`src/hdl/jdse_pkg.sv`:
```
`timescale 1ns / 1ps
// ----------------------------------------------------------------------------
// jdse_pkg
// Shared types, direction codes and fixed-point constants of the joystick
// direction and speed encoder.
// ----------------------------------------------------------------------------
package jdse_pkg;

	localparam int unsigned SAMPLE_W = 12;
	localparam int unsigned SWITCH_W = 8;
	localparam int unsigned DIR_W    = 4;
	localparam int unsigned SPEED_W  = 7;
	localparam int unsigned DEFL_W   = 16;
	localparam int unsigned RECIP_W  = 15;
	localparam int unsigned RECIP_SH = 20;

	// direction codes
	localparam logic [DIR_W-1:0] DIR_STOP       = 4'd0;
	localparam logic [DIR_W-1:0] DIR_FWD        = 4'd1;
	localparam logic [DIR_W-1:0] DIR_BACK       = 4'd2;
	localparam logic [DIR_W-1:0] DIR_LEFT       = 4'd3;
	localparam logic [DIR_W-1:0] DIR_RIGHT      = 4'd4;
	localparam logic [DIR_W-1:0] DIR_FWD_LEFT   = 4'd5;
	localparam logic [DIR_W-1:0] DIR_FWD_RIGHT  = 4'd6;
	localparam logic [DIR_W-1:0] DIR_BACK_LEFT  = 4'd7;
	localparam logic [DIR_W-1:0] DIR_BACK_RIGHT = 4'd8;
	localparam logic [DIR_W-1:0] DIR_ROT_LEFT   = 4'd9;
	localparam logic [DIR_W-1:0] DIR_ROT_RIGHT  = 4'd10;

	// voltage in hundredths is raw * SCALE_NUM / SCALE_DEN
	localparam int unsigned SCALE_NUM = 330;
	localparam int unsigned SCALE_DEN = 4096;
	localparam int unsigned DZ_LO     = 105;
	localparam int unsigned DZ_HI     = 145;
	localparam int unsigned DIAG_X    = 130;
	localparam int unsigned FULL_PCT  = 100;

	// thresholds moved onto the raw sample scale
	localparam logic [SAMPLE_W-1:0] LO_BELOW_MAX =
		SAMPLE_W'((DZ_LO * SCALE_DEN - 1) / SCALE_NUM);
	localparam logic [SAMPLE_W-1:0] LO_ABOVE_MIN =
		SAMPLE_W'((DZ_LO * SCALE_DEN) / SCALE_NUM + 1);
	localparam logic [SAMPLE_W-1:0] HI_BELOW_MAX =
		SAMPLE_W'((DZ_HI * SCALE_DEN - 1) / SCALE_NUM);
	localparam logic [SAMPLE_W-1:0] HI_ABOVE_MIN =
		SAMPLE_W'((DZ_HI * SCALE_DEN) / SCALE_NUM + 1);
	localparam logic [SAMPLE_W-1:0] DIAG_ABOVE_MIN =
		SAMPLE_W'((DIAG_X * SCALE_DEN) / SCALE_NUM + 1);

	// deflection times 100, still on the 1/4096 scale
	localparam int unsigned PROD_W   = 28;
	localparam logic [PROD_W-1:0] PCT_MUL   = PROD_W'(SCALE_NUM * FULL_PCT);
	localparam logic [PROD_W-1:0] LO_SCALED = PROD_W'(DZ_LO * SCALE_DEN * FULL_PCT);
	localparam logic [PROD_W-1:0] HI_SCALED = PROD_W'(DZ_HI * SCALE_DEN * FULL_PCT);

	// spans, their reciprocals and the saturation limits
	localparam int unsigned SPAN_43 = 43;
	localparam int unsigned SPAN_50 = 50;
	localparam int unsigned SPAN_52 = 52;
	localparam int unsigned SPAN_78 = 78;
	localparam int unsigned SPAN_80 = 80;

	localparam logic [RECIP_W-1:0] RECIP_43 =
		RECIP_W'(((1 << RECIP_SH) + SPAN_43 - 1) / SPAN_43);
	localparam logic [RECIP_W-1:0] RECIP_50 =
		RECIP_W'(((1 << RECIP_SH) + SPAN_50 - 1) / SPAN_50);
	localparam logic [RECIP_W-1:0] RECIP_52 =
		RECIP_W'(((1 << RECIP_SH) + SPAN_52 - 1) / SPAN_52);
	localparam logic [RECIP_W-1:0] RECIP_78 =
		RECIP_W'(((1 << RECIP_SH) + SPAN_78 - 1) / SPAN_78);
	localparam logic [RECIP_W-1:0] RECIP_80 =
		RECIP_W'(((1 << RECIP_SH) + SPAN_80 - 1) / SPAN_80);

	localparam logic [DEFL_W-1:0] SAT_43 = DEFL_W'((FULL_PCT + 1) * SPAN_43);
	localparam logic [DEFL_W-1:0] SAT_50 = DEFL_W'((FULL_PCT + 1) * SPAN_50);
	localparam logic [DEFL_W-1:0] SAT_52 = DEFL_W'((FULL_PCT + 1) * SPAN_52);
	localparam logic [DEFL_W-1:0] SAT_78 = DEFL_W'((FULL_PCT + 1) * SPAN_78);
	localparam logic [DEFL_W-1:0] SAT_80 = DEFL_W'((FULL_PCT + 1) * SPAN_80);
	localparam logic [DEFL_W-1:0] SAT_NONE = '1;

	localparam logic [SPEED_W-1:0] SPEED_FULL = SPEED_W'(FULL_PCT);

	// classification result handed to the speed stage
	typedef struct packed {
		logic [DIR_W-1:0]  code;
		logic              nomatch;
		logic [DEFL_W-1:0] defl;
	} cls_t;

endpackage

```
`src/hdl/jdse_if.sv`:
```
`timescale 1ns / 1ps
// ----------------------------------------------------------------------------
// jdse_in_if / jdse_out_if
// Valid/ready channels carrying joystick sample words and encoded frames.
// ----------------------------------------------------------------------------
interface jdse_in_if;
	logic        valid;
	logic        ready;
	logic [11:0] x_sample;
	logic [11:0] y_sample;
	logic [11:0] z_sample;
	logic [7:0]  switch_bits;

	modport source (output valid, x_sample, y_sample, z_sample, switch_bits,
		input ready);
	modport sink (input valid, x_sample, y_sample, z_sample, switch_bits,
		output ready);
endinterface

interface jdse_out_if;
	logic       valid;
	logic       ready;
	logic [3:0] direction_code;
	logic [6:0] speed_percent;
	logic [7:0] switch_byte;

	modport source (output valid, direction_code, speed_percent, switch_byte,
		input ready);
	modport sink (input valid, direction_code, speed_percent, switch_byte,
		output ready);
endinterface

```
`src/hdl/joystick_direction_speed_encoder_top.sv`:
```
`timescale 1ns / 1ps
// ----------------------------------------------------------------------------
// joystick_direction_speed_encoder_top
// Turns joystick axis samples and switch bits into direction/speed frames.
// ----------------------------------------------------------------------------
// joy carries one word per sample set: x, y and z axis samples and the switch
// byte. A word equal to the last accepted one is dropped; any other word
// yields one frame on frame: direction code, speed percentage and the switch
// byte. Frames come out in order: the input register loads at the accepting
// edge, then the classification register, then the output register. The speed
// reciprocal multiply sits between the last two. While the receiver keeps up,
// one word is accepted per cycle. When the receiver stalls with a frame
// waiting, the whole pipeline holds and joy.ready drops in the same cycle.
// Reset empties the pipeline and clears the last sample set and the held
// direction and speed to zero, so an all-zero first word gives no frame.
// ----------------------------------------------------------------------------
module joystick_direction_speed_encoder_top
	import jdse_pkg::*;
(
	input  logic           clk,
	input  logic           arst_n,
	jdse_in_if.sink        joy,
	jdse_out_if.source     frame
);

	logic adv;
	logic changed;

	logic [SAMPLE_W-1:0] last_x_q, last_y_q, last_z_q;
	logic [SWITCH_W-1:0] last_sw_q;

	logic                valid_s1;
	logic [SAMPLE_W-1:0] x_s1, y_s1, z_s1;
	logic [SWITCH_W-1:0] sw_s1;

	cls_t                cls_c;
	logic                valid_s2;
	cls_t                cls_s2;
	logic [SWITCH_W-1:0] sw_s2;

	logic [SPEED_W-1:0]  speed_c;
	logic [DIR_W-1:0]    dir_c;
	logic [SPEED_W-1:0]  spd_c;

	logic                out_valid_q;
	logic [DIR_W-1:0]    dir_q;
	logic [SPEED_W-1:0]  speed_q;
	logic [SWITCH_W-1:0] sw_q;
	logic [DIR_W-1:0]    held_dir_q;
	logic [SPEED_W-1:0]  held_speed_q;

	assign adv       = !out_valid_q || frame.ready;
	assign joy.ready = adv;
	assign changed   = (joy.x_sample != last_x_q) || (joy.y_sample != last_y_q) ||
		(joy.z_sample != last_z_q) || (joy.switch_bits != last_sw_q);

	// change detection and input register
	always_ff @(posedge clk or negedge arst_n) begin
		if (!arst_n) begin
			last_x_q  <= '0;
			last_y_q  <= '0;
			last_z_q  <= '0;
			last_sw_q <= '0;
			valid_s1  <= 1'b0;
		end else if (adv) begin
			valid_s1 <= joy.valid && changed;
			if (joy.valid) begin
				last_x_q  <= joy.x_sample;
				last_y_q  <= joy.y_sample;
				last_z_q  <= joy.z_sample;
				last_sw_q <= joy.switch_bits;
			end
		end
	end

	always_ff @(posedge clk) begin
		if (adv) begin
			x_s1  <= joy.x_sample;
			y_s1  <= joy.y_sample;
			z_s1  <= joy.z_sample;
			sw_s1 <= joy.switch_bits;
		end
	end

	jdse_classify u_classify (
		.x   (x_s1),
		.y   (y_s1),
		.z   (z_s1),
		.cls (cls_c)
	);

	always_ff @(posedge clk or negedge arst_n) begin
		if (!arst_n) begin
			valid_s2 <= 1'b0;
		end else if (adv) begin
			valid_s2 <= valid_s1;
		end
	end

	always_ff @(posedge clk) begin
		if (adv) begin
			cls_s2 <= cls_c;
			sw_s2  <= sw_s1;
		end
	end

	jdse_speed u_speed (
		.code  (cls_s2.code),
		.defl  (cls_s2.defl),
		.speed (speed_c)
	);

	// no branch matched: repeat the held direction and speed
	assign dir_c = cls_s2.nomatch ? held_dir_q : cls_s2.code;
	assign spd_c = cls_s2.nomatch ? held_speed_q : speed_c;

	always_ff @(posedge clk or negedge arst_n) begin
		if (!arst_n) begin
			out_valid_q  <= 1'b0;
			held_dir_q   <= DIR_STOP;
			held_speed_q <= '0;
		end else if (adv) begin
			out_valid_q <= valid_s2;
			if (valid_s2) begin
				held_dir_q   <= dir_c;
				held_speed_q <= spd_c;
			end
		end
	end

	always_ff @(posedge clk) begin
		if (adv) begin
			dir_q   <= dir_c;
			speed_q <= spd_c;
			sw_q    <= sw_s2;
		end
	end

	assign frame.valid          = out_valid_q;
	assign frame.direction_code = dir_q;
	assign frame.speed_percent  = speed_q;
	assign frame.switch_byte    = sw_q;

	a_speed_range: assert property (@(posedge clk) disable iff (!arst_n)
		out_valid_q |-> speed_q <= SPEED_FULL)
		else $error("speed above full scale");

	a_dir_range: assert property (@(posedge clk) disable iff (!arst_n)
		out_valid_q |-> dir_q <= DIR_ROT_RIGHT)
		else $error("direction code out of range");

	a_stop_speed: assert property (@(posedge clk) disable iff (!arst_n)
		valid_s2 && !cls_s2.nomatch && cls_s2.code == DIR_STOP |-> spd_c == '0)
		else $error("stop with nonzero speed");

	a_stall_hold: assert property (@(posedge clk) disable iff (!arst_n)
		valid_s2 && !adv |=> valid_s2 && $stable(cls_s2))
		else $error("classified word lost during stall");

	a_held_update: assert property (@(posedge clk) disable iff (!arst_n)
		adv && valid_s2 |=> held_dir_q == dir_q && held_speed_q == speed_q)
		else $error("held state out of step with output");

endmodule

```
`src/hdl/jdse_classify.sv`:
```
`timescale 1ns / 1ps
// ----------------------------------------------------------------------------
// jdse_classify
// Dead-zone priority chain and deflection beyond the threshold, scaled by 100
// on the 1/4096 voltage grid.
// ----------------------------------------------------------------------------
module jdse_classify
	import jdse_pkg::*;
(
	input  logic [SAMPLE_W-1:0] x,
	input  logic [SAMPLE_W-1:0] y,
	input  logic [SAMPLE_W-1:0] z,
	output cls_t                cls
);

	logic x_lo, x_hi, x_diag, x_in;
	logic y_lo, y_hi, y_in;
	logic z_lo, z_hi, z_in;
	logic [SAMPLE_W-1:0] raw_sel;
	logic up, zero;
	logic [PROD_W-1:0] scaled, diff;

	assign x_lo   = x <= LO_BELOW_MAX;
	assign x_hi   = x >= HI_ABOVE_MIN;
	assign x_diag = x >= DIAG_ABOVE_MIN;
	assign x_in   = x inside {[LO_ABOVE_MIN:HI_BELOW_MAX]};
	assign y_lo   = y <= LO_BELOW_MAX;
	assign y_hi   = y >= HI_ABOVE_MIN;
	assign y_in   = y inside {[LO_ABOVE_MIN:HI_BELOW_MAX]};
	assign z_lo   = z <= LO_BELOW_MAX;
	assign z_hi   = z >= HI_ABOVE_MIN;
	assign z_in   = z inside {[LO_ABOVE_MIN:HI_BELOW_MAX]};

	always_comb begin
		cls.code    = DIR_STOP;
		cls.nomatch = 1'b0;
		raw_sel     = y;
		up          = 1'b1;
		zero        = 1'b0;
		if (x_lo && y_hi) begin
			cls.code = DIR_FWD_LEFT;
		end else if (x_diag && y_hi) begin
			cls.code = DIR_FWD_RIGHT;
		end else if (x_lo && y_lo) begin
			cls.code = DIR_BACK_LEFT;
			up = 1'b0;
		end else if (x_hi && y_lo) begin
			cls.code = DIR_BACK_RIGHT;
			up = 1'b0;
		end else if (x_lo) begin
			cls.code = DIR_LEFT;
			raw_sel = x;
			up = 1'b0;
		end else if (x_hi) begin
			cls.code = DIR_RIGHT;
			raw_sel = x;
		end else if (y_hi) begin
			cls.code = DIR_FWD;
		end else if (y_lo) begin
			cls.code = DIR_BACK;
			up = 1'b0;
		end else if (z_lo) begin
			cls.code = DIR_ROT_LEFT;
			raw_sel = z;
			up = 1'b0;
		end else if (z_hi) begin
			cls.code = DIR_ROT_RIGHT;
			raw_sel = z;
		end else if (x_in || y_in || z_in) begin
			zero = 1'b1;
		end else begin
			cls.nomatch = 1'b1;
			zero = 1'b1;
		end
	end

	assign scaled   = PROD_W'(raw_sel) * PCT_MUL;
	assign diff     = up ? (scaled - HI_SCALED) : (LO_SCALED - scaled);
	assign cls.defl = zero ? '0 : diff[PROD_W-1 -: DEFL_W];

endmodule

```
`src/hdl/jdse_speed.sv`:
```
`timescale 1ns / 1ps
// ----------------------------------------------------------------------------
// jdse_speed
// Speed percentage: deflection divided by the span of the direction by a
// reciprocal multiply, saturated at 100.
// ----------------------------------------------------------------------------
module jdse_speed
	import jdse_pkg::*;
(
	input  logic [DIR_W-1:0]   code,
	input  logic [DEFL_W-1:0]  defl,
	output logic [SPEED_W-1:0] speed
);

	localparam int unsigned SMALL_W = 13;
	localparam int unsigned MUL_W   = SMALL_W + RECIP_W;

	logic [RECIP_W-1:0] recip;
	logic [DEFL_W-1:0]  sat_lim;
	logic [MUL_W-1:0]   prod;
	logic [MUL_W-RECIP_SH-1:0] quot;

	always_comb begin
		case (code)
			DIR_FWD_LEFT, DIR_FWD: begin
				recip = RECIP_52;
				sat_lim = SAT_52;
			end
			DIR_FWD_RIGHT: begin
				recip = RECIP_43;
				sat_lim = SAT_43;
			end
			DIR_BACK_LEFT, DIR_BACK_RIGHT: begin
				recip = RECIP_50;
				sat_lim = SAT_50;
			end
			DIR_LEFT, DIR_RIGHT: begin
				recip = RECIP_78;
				sat_lim = SAT_78;
			end
			DIR_BACK, DIR_ROT_LEFT, DIR_ROT_RIGHT: begin
				recip = RECIP_80;
				sat_lim = SAT_80;
			end
			default: begin
				recip = '0;
				sat_lim = SAT_NONE;
			end
		endcase
	end

	// below the saturation limit the deflection fits in 13 bits
	assign prod  = MUL_W'(defl[SMALL_W-1:0]) * MUL_W'(recip);
	assign quot  = prod[MUL_W-1:RECIP_SH];
	assign speed = (defl >= sat_lim) ? SPEED_FULL : quot[SPEED_W-1:0];

endmodule

```
`src/flat_wrapper.sv`:
```
// flat-port wrapper written by rule: the top's interface ports become plain ports
module joystick_direction_speed_encoder_top_flat import jdse_pkg::*;
  (clk, arst_n, joy_valid, joy_x_sample, joy_y_sample, joy_z_sample, joy_switch_bits, joy_ready, frame_valid, frame_direction_code, frame_speed_percent, frame_switch_byte, frame_ready);
  jdse_in_if joy_i ();
  jdse_out_if frame_i ();
  input  logic clk;
  input  logic arst_n;
  input wire logic [$bits(joy_i.valid)-1:0] joy_valid;
  input wire logic [$bits(joy_i.x_sample)-1:0] joy_x_sample;
  input wire logic [$bits(joy_i.y_sample)-1:0] joy_y_sample;
  input wire logic [$bits(joy_i.z_sample)-1:0] joy_z_sample;
  input wire logic [$bits(joy_i.switch_bits)-1:0] joy_switch_bits;
  output wire logic [$bits(joy_i.ready)-1:0] joy_ready;
  output wire logic [$bits(frame_i.valid)-1:0] frame_valid;
  output wire logic [$bits(frame_i.direction_code)-1:0] frame_direction_code;
  output wire logic [$bits(frame_i.speed_percent)-1:0] frame_speed_percent;
  output wire logic [$bits(frame_i.switch_byte)-1:0] frame_switch_byte;
  input wire logic [$bits(frame_i.ready)-1:0] frame_ready;
  assign joy_i.valid = joy_valid;
  assign joy_i.x_sample = joy_x_sample;
  assign joy_i.y_sample = joy_y_sample;
  assign joy_i.z_sample = joy_z_sample;
  assign joy_i.switch_bits = joy_switch_bits;
  assign joy_ready = joy_i.ready;
  assign frame_valid = frame_i.valid;
  assign frame_direction_code = frame_i.direction_code;
  assign frame_speed_percent = frame_i.speed_percent;
  assign frame_switch_byte = frame_i.switch_byte;
  assign frame_i.ready = frame_ready;
  joystick_direction_speed_encoder_top u_core (.clk(clk), .arst_n(arst_n), .joy(joy_i), .frame(frame_i));
endmodule
```
`config.mk`:
```
export PLATFORM = sky130hd
export DESIGN_NAME = joystick_direction_speed_encoder_top_flat
export DESIGN_NICKNAME = d
export VERILOG_FILES = /design/src/hdl/jdse_pkg.sv /design/src/hdl/jdse_if.sv /design/src/hdl/joystick_direction_speed_encoder_top.sv /design/src/hdl/jdse_classify.sv /design/src/hdl/jdse_speed.sv /design/src/flat_wrapper.sv
export SDC_FILE = /design/constraint.sdc
export NUM_CORES = 1
export LEC_CHECK = 0
export BUFFER_PORTS_ARGS = -buffer_cell sky130_fd_sc_hd__buf_4
export CORE_MARGIN = 5
export CORE_UTILIZATION = 25
export DETAILED_ROUTE_END_ITERATION = 10
export PLACE_DENSITY = 0.5
export SLEW_MARGIN = 15
export SYNTH_ARGS = -nofsm -noshare
export SYNTH_HDL_FRONTEND = slang
export SYNTH_SLANG_ARGS = --single-unit
```
`constraint.sdc`:
```
create_clock -name clk -period 8.8 [get_ports clk]
set_input_delay 1.76 -clock clk [delete_from_list [all_inputs] [get_ports clk]]
set_output_delay 1.76 -clock clk [all_outputs]
set_load 0.02 [all_outputs]
```
Word-level counts from Yosys, hierarchy flattened:

Memories as Yosys holds them, arrays and structs flattened.
Cells that the tools add are included.

* bits of input ports: 48
* bits in registers: 150
* memories: 1
* memory bits (read-only): 464

* multiplexer cells: 43
* reduce and logical (&&, ||, !) cells: 19
* eq/ne operators: 4
* add/subtract/negate cells: 2
* $lt $le $gt $ge: 14
* multiply operators: 2

Memories
* (no name shown): words 16, width 29, rd ports 1, clocked after Yosys merged registers in 0, write ports 0, line jdse_speed.sv:24 `case (code)`

Operator list (number)
* $mux 12: 10
* $ge 12x11->1 const B: 7
* $le 12x11->1 const B: 6
* $ne 12x12->1: 3
* $mux 4: 8
* $mux 28: 1
* $sub 26x28->28 const A: 1
* $sub 28x26->28 const B: 1
* $mul 13x15->27: 1
* $mul 12x13->25 const B: 1
* $mux 1: 20
* $ge 16x16->1: 1
* $mux 7: 2
* $reduce_or 10->1: 1
* $logic_and 1x1->1: 8
* $ne 8x8->1: 1
* $logic_or 1x1->1: 6
* $mux 2: 2
* $reduce_and 2->1: 2
* $reduce_or 3->1: 1
* $logic_not 1->1: 1

Depth between registers and ports, before layout:

Gate-level depths: netlist of the first run.

* depth in word-level cells: 14
* gate-level depth with buffers: 30

By module:

A second synthesis of the first run with hierarchy kept.

* cells, all modules: 1620
* area total of the unflattened synthesis: 16270.6 um^2

By module, submodules not included
* jdse_speed: area each 6715.2 um^2, times used 1, cells each 816
* joystick_direction_speed_encoder_top: area each 5539.1 um^2, times used 1, cells each 288
* jdse_classify: area each 4016.4 um^2, times used 1, cells each 516

Worst setup path after synthesis of the first run:

No wires, ideal clock.

* kind: flip-flop to flip-flop
* start: reg u_core.x_s1[7]
* end: reg u_core.cls_s2[12] (netlist name) (data pin)
* clock period less this slack: 7224 ps
* path buffers: 2
* data required time: 8654 ps
* library setup time: 146 ps
* path slack: 1576 ps
* data arrival time: 7078 ps
* cell stages (with the launch flop): 30
* path through: edfxtp_1 or3_4 o311ai_4 nand2_2 buf_4 or3_1 o22a_2 o22a_1 inv_1 fa_1 inv_1 ha_1 ha_1 inv_1 fa_1 fa_1 inv_1 ha_1 buf_2 a211oi_1 o21ai_0 a221oi_1 inv_1 ha_1 nand2_1 a21o_1 a21oi_1 a21bo_2 or3_1 a21oi_1

* longest elaborated chain between the ends: 10
* elaborated cells between the ends (all ways): 29
* those cells by class: 2 x add/sub; 1 x mul; 3 x order compare; 19 x mux; 4 x reduce/logical

Ends and longest elaborated chain
* from (decl): line joystick_direction_speed_encoder_top.sv:33 `logic [SAMPLE_W-1:0] x_s1, y_s1, z_s1;`
* from (signal assigned): line joystick_direction_speed_encoder_top.sv:78 `x_s1 <= joy.x_sample;`
* $ge 12x11->1: line jdse_classify.sv:24 `assign x_hi = x >= HI_ABOVE_MIN;`
* $mux 12: line jdse_classify.sv:54 `end else if (x_hi) begin`
* $mux 12: line jdse_classify.sv:50 `end else if (x_lo) begin`
* $mux 12: line jdse_classify.sv:47 `end else if (x_hi && y_lo) begin`
* $mux 12: line jdse_classify.sv:44 `end else if (x_lo && y_lo) begin`
* $mux 12: line jdse_classify.sv:42 `end else if (x_diag && y_hi) begin`
* $mux 12: line jdse_classify.sv:40 `if (x_lo && y_hi) begin`
* $mul 12x13->25: line jdse_classify.sv:77 `assign scaled = PROD_W'(raw_sel) * PCT_MUL;`
* $sub 26x28->28 / $sub 28x26->28 (equally long branches): line jdse_classify.sv:78 `assign diff = up ? (scaled - HI_SCALED) : (LO_SCALED - scaled);`
* $mux 28: line jdse_classify.sv:78
* to (signal assigned): line joystick_direction_speed_encoder_top.sv:102 `cls_s2 <= cls_c;`
* to (decl): line joystick_direction_speed_encoder_top.sv:38 `cls_t cls_s2;`

Several ways; a longest one is shown, not always the timed one.
A chain may end at the register's enable or synchronous reset.

Worst setup path after layout of the first run:

* start: reg u_core.x_s1[7]
* end: reg u_core.cls_s2[15] (netlist name) (data pin)

Same word-level chain as after synthesis.

==> results of run 1 <==
## metrics by stage
stage	area (µm²)	worst slack, ns	utilization (%)	instances
finish	17630	0.7690	28.52	2410
CTS	17630	0.7544	28.51	2410
global route	17630	0.2453	28.52	2410
global placement	17070	0.8670	27.62	2378
floorplan	15610	1.576	-	1509
detailed placement	17070	0.7906	27.62	2378
## cell usage after synthesis (5+ instances only)
| master | n | area [µm²] |
|---|---|---|
| nand2_1 | 160 | 600.6 |
| nor2b_1 | 9 | 56.30 |
| nor4_1 | 13 | 81.33 |
| a21boi_0 | 5 | 37.54 |
| a21o_1 | 15 | 112.6 |
| a22oi_1 | 9 | 67.56 |
| o31a_1 | 6 | 52.55 |
| edfxtp_1 | 92 | 2763 |
| a31oi_1 | 6 | 37.54 |
| clkbuf_1 | 44 | 165.2 |
| or3_1 | 7 | 43.79 |
| xor2_1 | 55 | 481.7 |
| nand3_1 | 19 | 95.09 |
| nor3_1 | 7 | 35.03 |
| inv_1 | 216 | 810.8 |
| o211ai_1 | 6 | 45.04 |
| o21ai_0 | 41 | 205.2 |
| dfrtp_1 | 58 | 1451 |
| nor2_1 | 54 | 202.7 |
| and2_1 | 76 | 475.5 |
| a21oi_1 | 55 | 275.3 |
| mux2_2 | 52 | 585.6 |
| o21a_1 | 8 | 60.06 |
| nand4_1 | 7 | 43.79 |
| nand2b_1 | 11 | 68.82 |
| ha_1 | 156 | 1952 |
| xnor2_1 | 25 | 219.0 |
| and3_1 | 6 | 37.54 |
| a211oi_1 | 9 | 67.56 |
| a22o_1 | 5 | 43.79 |
| fa_1 | 166 | 3323 |
## final timing paths
kind,from,endpoint,slack (ns),cells past startpoint
min in group asynchronous,arst_n,u_core.last_y_q[4]$_DFFE_PN0P_,1.42,1
worst max-delay path,u_core.x_s1[7]$_DFFE_PN_,u_core.cls_s2[15]$_SDFFCE_PP0N_,0.77,26
max in group asynchronous,arst_n,u_core.last_sw_q[0]$_DFFE_PN0P_,6.89,1
worst min register to register,u_core.sw_s2[5]$_DFFE_PN_,u_core.frame.switch_byte[5]$_DFFE_PN_,0.41,0
worst max register to register,u_core.x_s1[7]$_DFFE_PN_,u_core.cls_s2[15]$_SDFFCE_PP0N_,0.77,26
worst min-delay path,u_core.sw_s2[5]$_DFFE_PN_,u_core.frame.switch_byte[5]$_DFFE_PN_,0.41,0
## area by class of cell
type	instances	area, µm²
Multi-Input combinational cell	1087	10350
Inverter	217	814.5
Clock inverter	13	118.9
Tap cell	837	1047
Fill cell	6442	44190
Sequential cell	150	4214
Clock buffer	19	432.9
Timing Repair Buffer	87	653.1
## worst max-delay path, stage by stage, from the launching register on
cell	delay, ns
edfxtp_1	0.44
or3_4	0.43
o311ai_4	0.31
nand2_2	0.25
or3_1	0.48
o22a_2	0.23
o22a_1	0.28
inv_1	0.12
fa_1	0.43
inv_1	0.08
ha_1	0.23
ha_1	0.28
inv_1	0.05
fa_1	0.50
fa_1	0.55
inv_1	0.05
ha_1	0.41
a211oi_1	0.16
o21ai_0	0.35
a2111oi_0	0.19
a211oi_1	0.56
nand3_1	0.24
a21boi_0	0.37
xnor2_1	0.23
nor2_1	0.11
a211oi_1	0.33
a211oi_2	0.11
## per-layer routing
| layer | routed length, µm | vias up | global-route usage, % |
|---|---|---|---|
| li1 | - | 5184 | - |
| met1 | 17840 | 5343 | 15.39 |
| met2 | 17550 | 164 | 18.60 |
| met3 | 1243 | 34 | 1.825 |
| met4 | 525 | 0 | 2.290 |
| met5 | 0 | - | 0 |
## cells by family (layout without fill, tap and decap cells)
kind of cell | Yosys count | in the layout
and+or+nand+nor | 391 | 391
adders and majority gates | 322 | 322
buffers and inverters | 272 | 336
AOI/OAI and AO/OA | 236 | 236
DFF | 150 | 150
xor gates and xnor gates | 81 | 81
muxes | 56 | 56
other | 1 | 1
## flip-flops by register name (all words and copies together) (netlist names), 7 cells and up
register	flops
u_core.y_s1	12
u_core.last_x_q	12
u_core.last_z_q	12
u_core.held_speed_q	7
u_core.z_s1	12
u_core.frame.speed_percent	7
u_core.sw_s1	8
u_core.x_s1	12
u_core.last_sw_q	8
u_core.last_y_q	12
u_core.sw_s2	8
u_core.frame.switch_byte	8
u_core.cls_s2	21
==> impl_metrics.ini, run 1 <==
[die]
ios = 69
die_w_um = 259.8
rows = 91
start_util_pct = 25.24
core_um2 = 61830
die_area_um2 = 67520
fp.dieH_um = 259.8

[run_status]
outcome = finished, final reports clean

[place]
io_buffers = 68
gp_congestion = 0.8440
hpwl_um = 30150

[sta]
fin_crit_ns = 8.031
relSlewSlack_pct = 29.90
drv_slew = 0
rsz0062_at_grt = false
tns_ns = 0
fmax_ghz = 0.1245
clock_skew_ns = 0.006976
period_share_pct = 91.26
setup-violations-final = 0
holdWs_ns = 0.4119
hold_viol_final = 0
tightest_slew_ns = 1.048

[grt]
track_usage_pct = 11.15
grt_pass1_wl_um = 61490
grt_max_degree = 65
gr-total-overflow = 0
antenna_found_initial = 0
grt_pass1_vias = 11400

[min_path]
hold_path_class = reg -> reg

[synthesis]
synth_fa_ha_area_share_pct = 33.80
async_flop_share_pct = 38.67
avgSynthCellArea_um2 = 10.34
synthSimpleGateAreaFrac_pct = 12.40
synthCells = 1509
synth-edff-count = 92
synth_area_um2 = 15600
ys_ff_latch = 150
ys_seq_area_share_pct = 27.00
synth_compound_area_share_pct = 11.36
synth_top_family_by_area = adder cells
synth_xor_area_share_pct = 4.594
synth_nets = 1879
ys_warn_count = 0
synth_flop_cell = edfxtp_1
ys_types = 95
muxShareOfSynthArea_pct = 4.009

[cts]
clockBufferDepth = 2
post_cts_resized = 0
postCtsHoldBufs = 0
clk_pin_slew_ns = 0.06
htreeDepth = 4
root_buffer = clkbuf_16
cts_tree = done
clock-sinks = 150
clkLatencyLatePin_ns = 0.43
postCtsSetupBuffers = 0
cts_buffers = 17

[drt]
dr.pass1.iters = 5
drc = 0
vias_per_cell = 4.450
drtIter0Drc = 467
wl_um = 37150
via_count = 10730
wl_per_cell_um = 15.42
drtAntennaViolNets = 0

[worst_setup_path]
startpoint_type = register
crit_required_ns = 8.96
path_class = reg -> reg
arrival_ns = 8.19
critPathCaptureType = register
crit_fanout = 11

[final_layout]
drive_gt1_share_pct = 13.67
layout.nets = 1930
antennaDiodeCount = 0
final_common_cell = inv_1
area_growth_pct = 13.00
layout_common_cells = 216 x inv_1, 166 x fa_1, 159 x nand2_1

[job]
drv_cap = 0
Power of run 1 is not shown: default switching activity piles up to over one toggle a cycle in this logic, so the estimate is an artifact.
==> run 2: changes to the inputs <==
CORE_UTILIZATION = 50   (was 25)
PLACE_DENSITY = 0.78   (was 0.5)
==> impl_metrics.ini, run 2 (synthesis gave the netlist of run 1 again) <==
[final_layout]
fillers = 2560
regMostFlops = u_core.cls_s2
antennaDiodeCount = 0
layout_common_cells = 216 x inv_1, 166 x fa_1, 159 x nand2_1
area_growth_pct = 9.582
final_common_cell = inv_1
final_area_um2 = 17100
largest_register_ffs = 21
layout.nets = 1926
drive_gt1_share_pct = 13.45

[sta]
hold_viol_final = 0
rsz0062_at_grt = false
tightest_slew_ns = 1.072
fin_crit_ns = 8.149
setup-violations-final = 0
fmax_ghz = 0.1227
tns_ns = 0
period_share_pct = 92.60
drv_slew = 0
relSlewSlack_pct = 28.30
clock_skew_ns = 0.01337

[worst_setup_path]
path_class = reg -> reg
r2r_slack_ns = 0.65
crit_required_ns = 8.96
ff2ff_path_depth = 26
r2r-end = u_core.cls_s2[15]$_SDFFCE_PP0N_
critPathCaptureType = register
startpoint_type = register
r2r-start = u_core.x_s1[7]$_DFFE_PN_
path_buf_inv = 4
critPathTopFamily = compound AO/OA/AOI/OAI gates
crit_fanout = 11
slowest_stage = a211oi_1
slowest_delay_ns = 0.56
crit_top_cell = inv_1
arrival_ns = 8.31

[die]
die_w_um = 186.7
ios = 69
start_util_pct = 50.88
rows = 64
core_um2 = 30670
fp.dieH_um = 186.7
die_area_um2 = 34840

[place]
io_buffers = 68
place_area_um2 = 16490
hpwl_um = 27150
gp_congestion = 0.9070

[drt]
dr.pass1.iters = 6
wl_per_cell_um = 17.70
wl_um = 34780
drtIter0Drc = 770
vias_per_cell = 5.662
drtAntennaViolNets = 0
via_count = 11130
drc = 0

[grt]
grt_pass1_vias = 11770
gr-total-overflow = 0
antenna_found_initial = 0
grt_pass1_wl_um = 58570
track_usage_pct = 20.22
grt_max_degree = 77

[cts]
clkLatencyLatePin_ns = 0.44
htreeDepth = 4
cts_buffers = 17
clockBufferDepth = 2
root_buffer = clkbuf_16
post_cts_resized = 0
postCtsHoldBufs = 0
clock-sinks = 150
postCtsSetupBuffers = 0
clk_pin_slew_ns = 0.07
cts_tree = done

[min_path]
worstHoldStart = u_core.sw_s1[0]$_DFFE_PN_
whs_endpoint = u_core.sw_s2[0]$_DFFE_PN_
hold_depth = 0
hold_path_class = reg -> reg

[job]
drv_cap = 0

[run_status]
outcome = finished, final reports clean
[run 2: cell types whose count changed in the layout (fill, tap and decap cells not counted)]
cell        delta
buf_4          -4
clkbuf_1       -2
clkinv_1       +1
clkinv_2       -2
clkinv_8       +4
clkinvlp_4     -1
inv_4          -2
inv_6          -1
inv_8          +3
o41ai_1        +1
o41ai_2        -1
[run 2: final cells by class]
| type | count | area (µm²) | share of cell area (%) |
|---|---|---|---|
| tap | 396 | 495.5 | 2.897 |
| multi-input combinational | 1087 | 10340 | 60.50 |
| clock buffer | 17 | 425.4 | 2.488 |
| sequential | 150 | 4214 | 24.64 |
| inverter | 217 | 814.5 | 4.763 |
| timing repair buffer | 83 | 623.1 | 3.644 |
| clock inverter | 15 | 182.7 | 1.068 |
[run 2: worst max path at each step]
stage,from,to,slack (ns),depth (start not counted)
2_1_floorplan,u_core.x_s1[7]$_DFFE_PN_,u_core.cls_s2[12]$_SDFFCE_PP0N_,1.58,29
3_3_place_gp,u_core.x_s1[7]$_DFFE_PN_,u_core.cls_s2[15]$_SDFFCE_PP0N_,1.06,26
3_5_place_dp,u_core.x_s1[7]$_DFFE_PN_,u_core.cls_s2[15]$_SDFFCE_PP0N_,0.73,26
4_1_cts,u_core.x_s1[7]$_DFFE_PN_,u_core.cls_s2[15]$_SDFFCE_PP0N_,0.67,26
5_1_grt,u_core.y_s1[7]$_DFFE_PN_,u_core.cls_s2[13]$_SDFFCE_PP0N_,0.23,23
6_report,u_core.x_s1[7]$_DFFE_PN_,u_core.cls_s2[15]$_SDFFCE_PP0N_,0.65,26
[run 2: routing by layer]
metal  track usage [%]  wire length (µm)  up-vias
met5                 0                 0        -
met4             6.642               977        0
met3             4.279              2079       78
met2             34.01             17040      349
met1             26.23             14680     5536
li1                  -                 -     5163
[run 2: per-stage QoR]
step                setup WS, ns  hold slack [ns]  util (%)  cells
floorplan                  1.576           0.4003         -   1509
global placement           1.056           0.4015     53.77   1933
detailed placement        0.7315           0.4061     53.77   1933
CTS                       0.6694           0.4199     55.76   1965
global route              0.2251           0.4275     55.76   1965
finish                    0.6512           0.4176     55.76   1965
Power of run 2 is left out for the same reason.
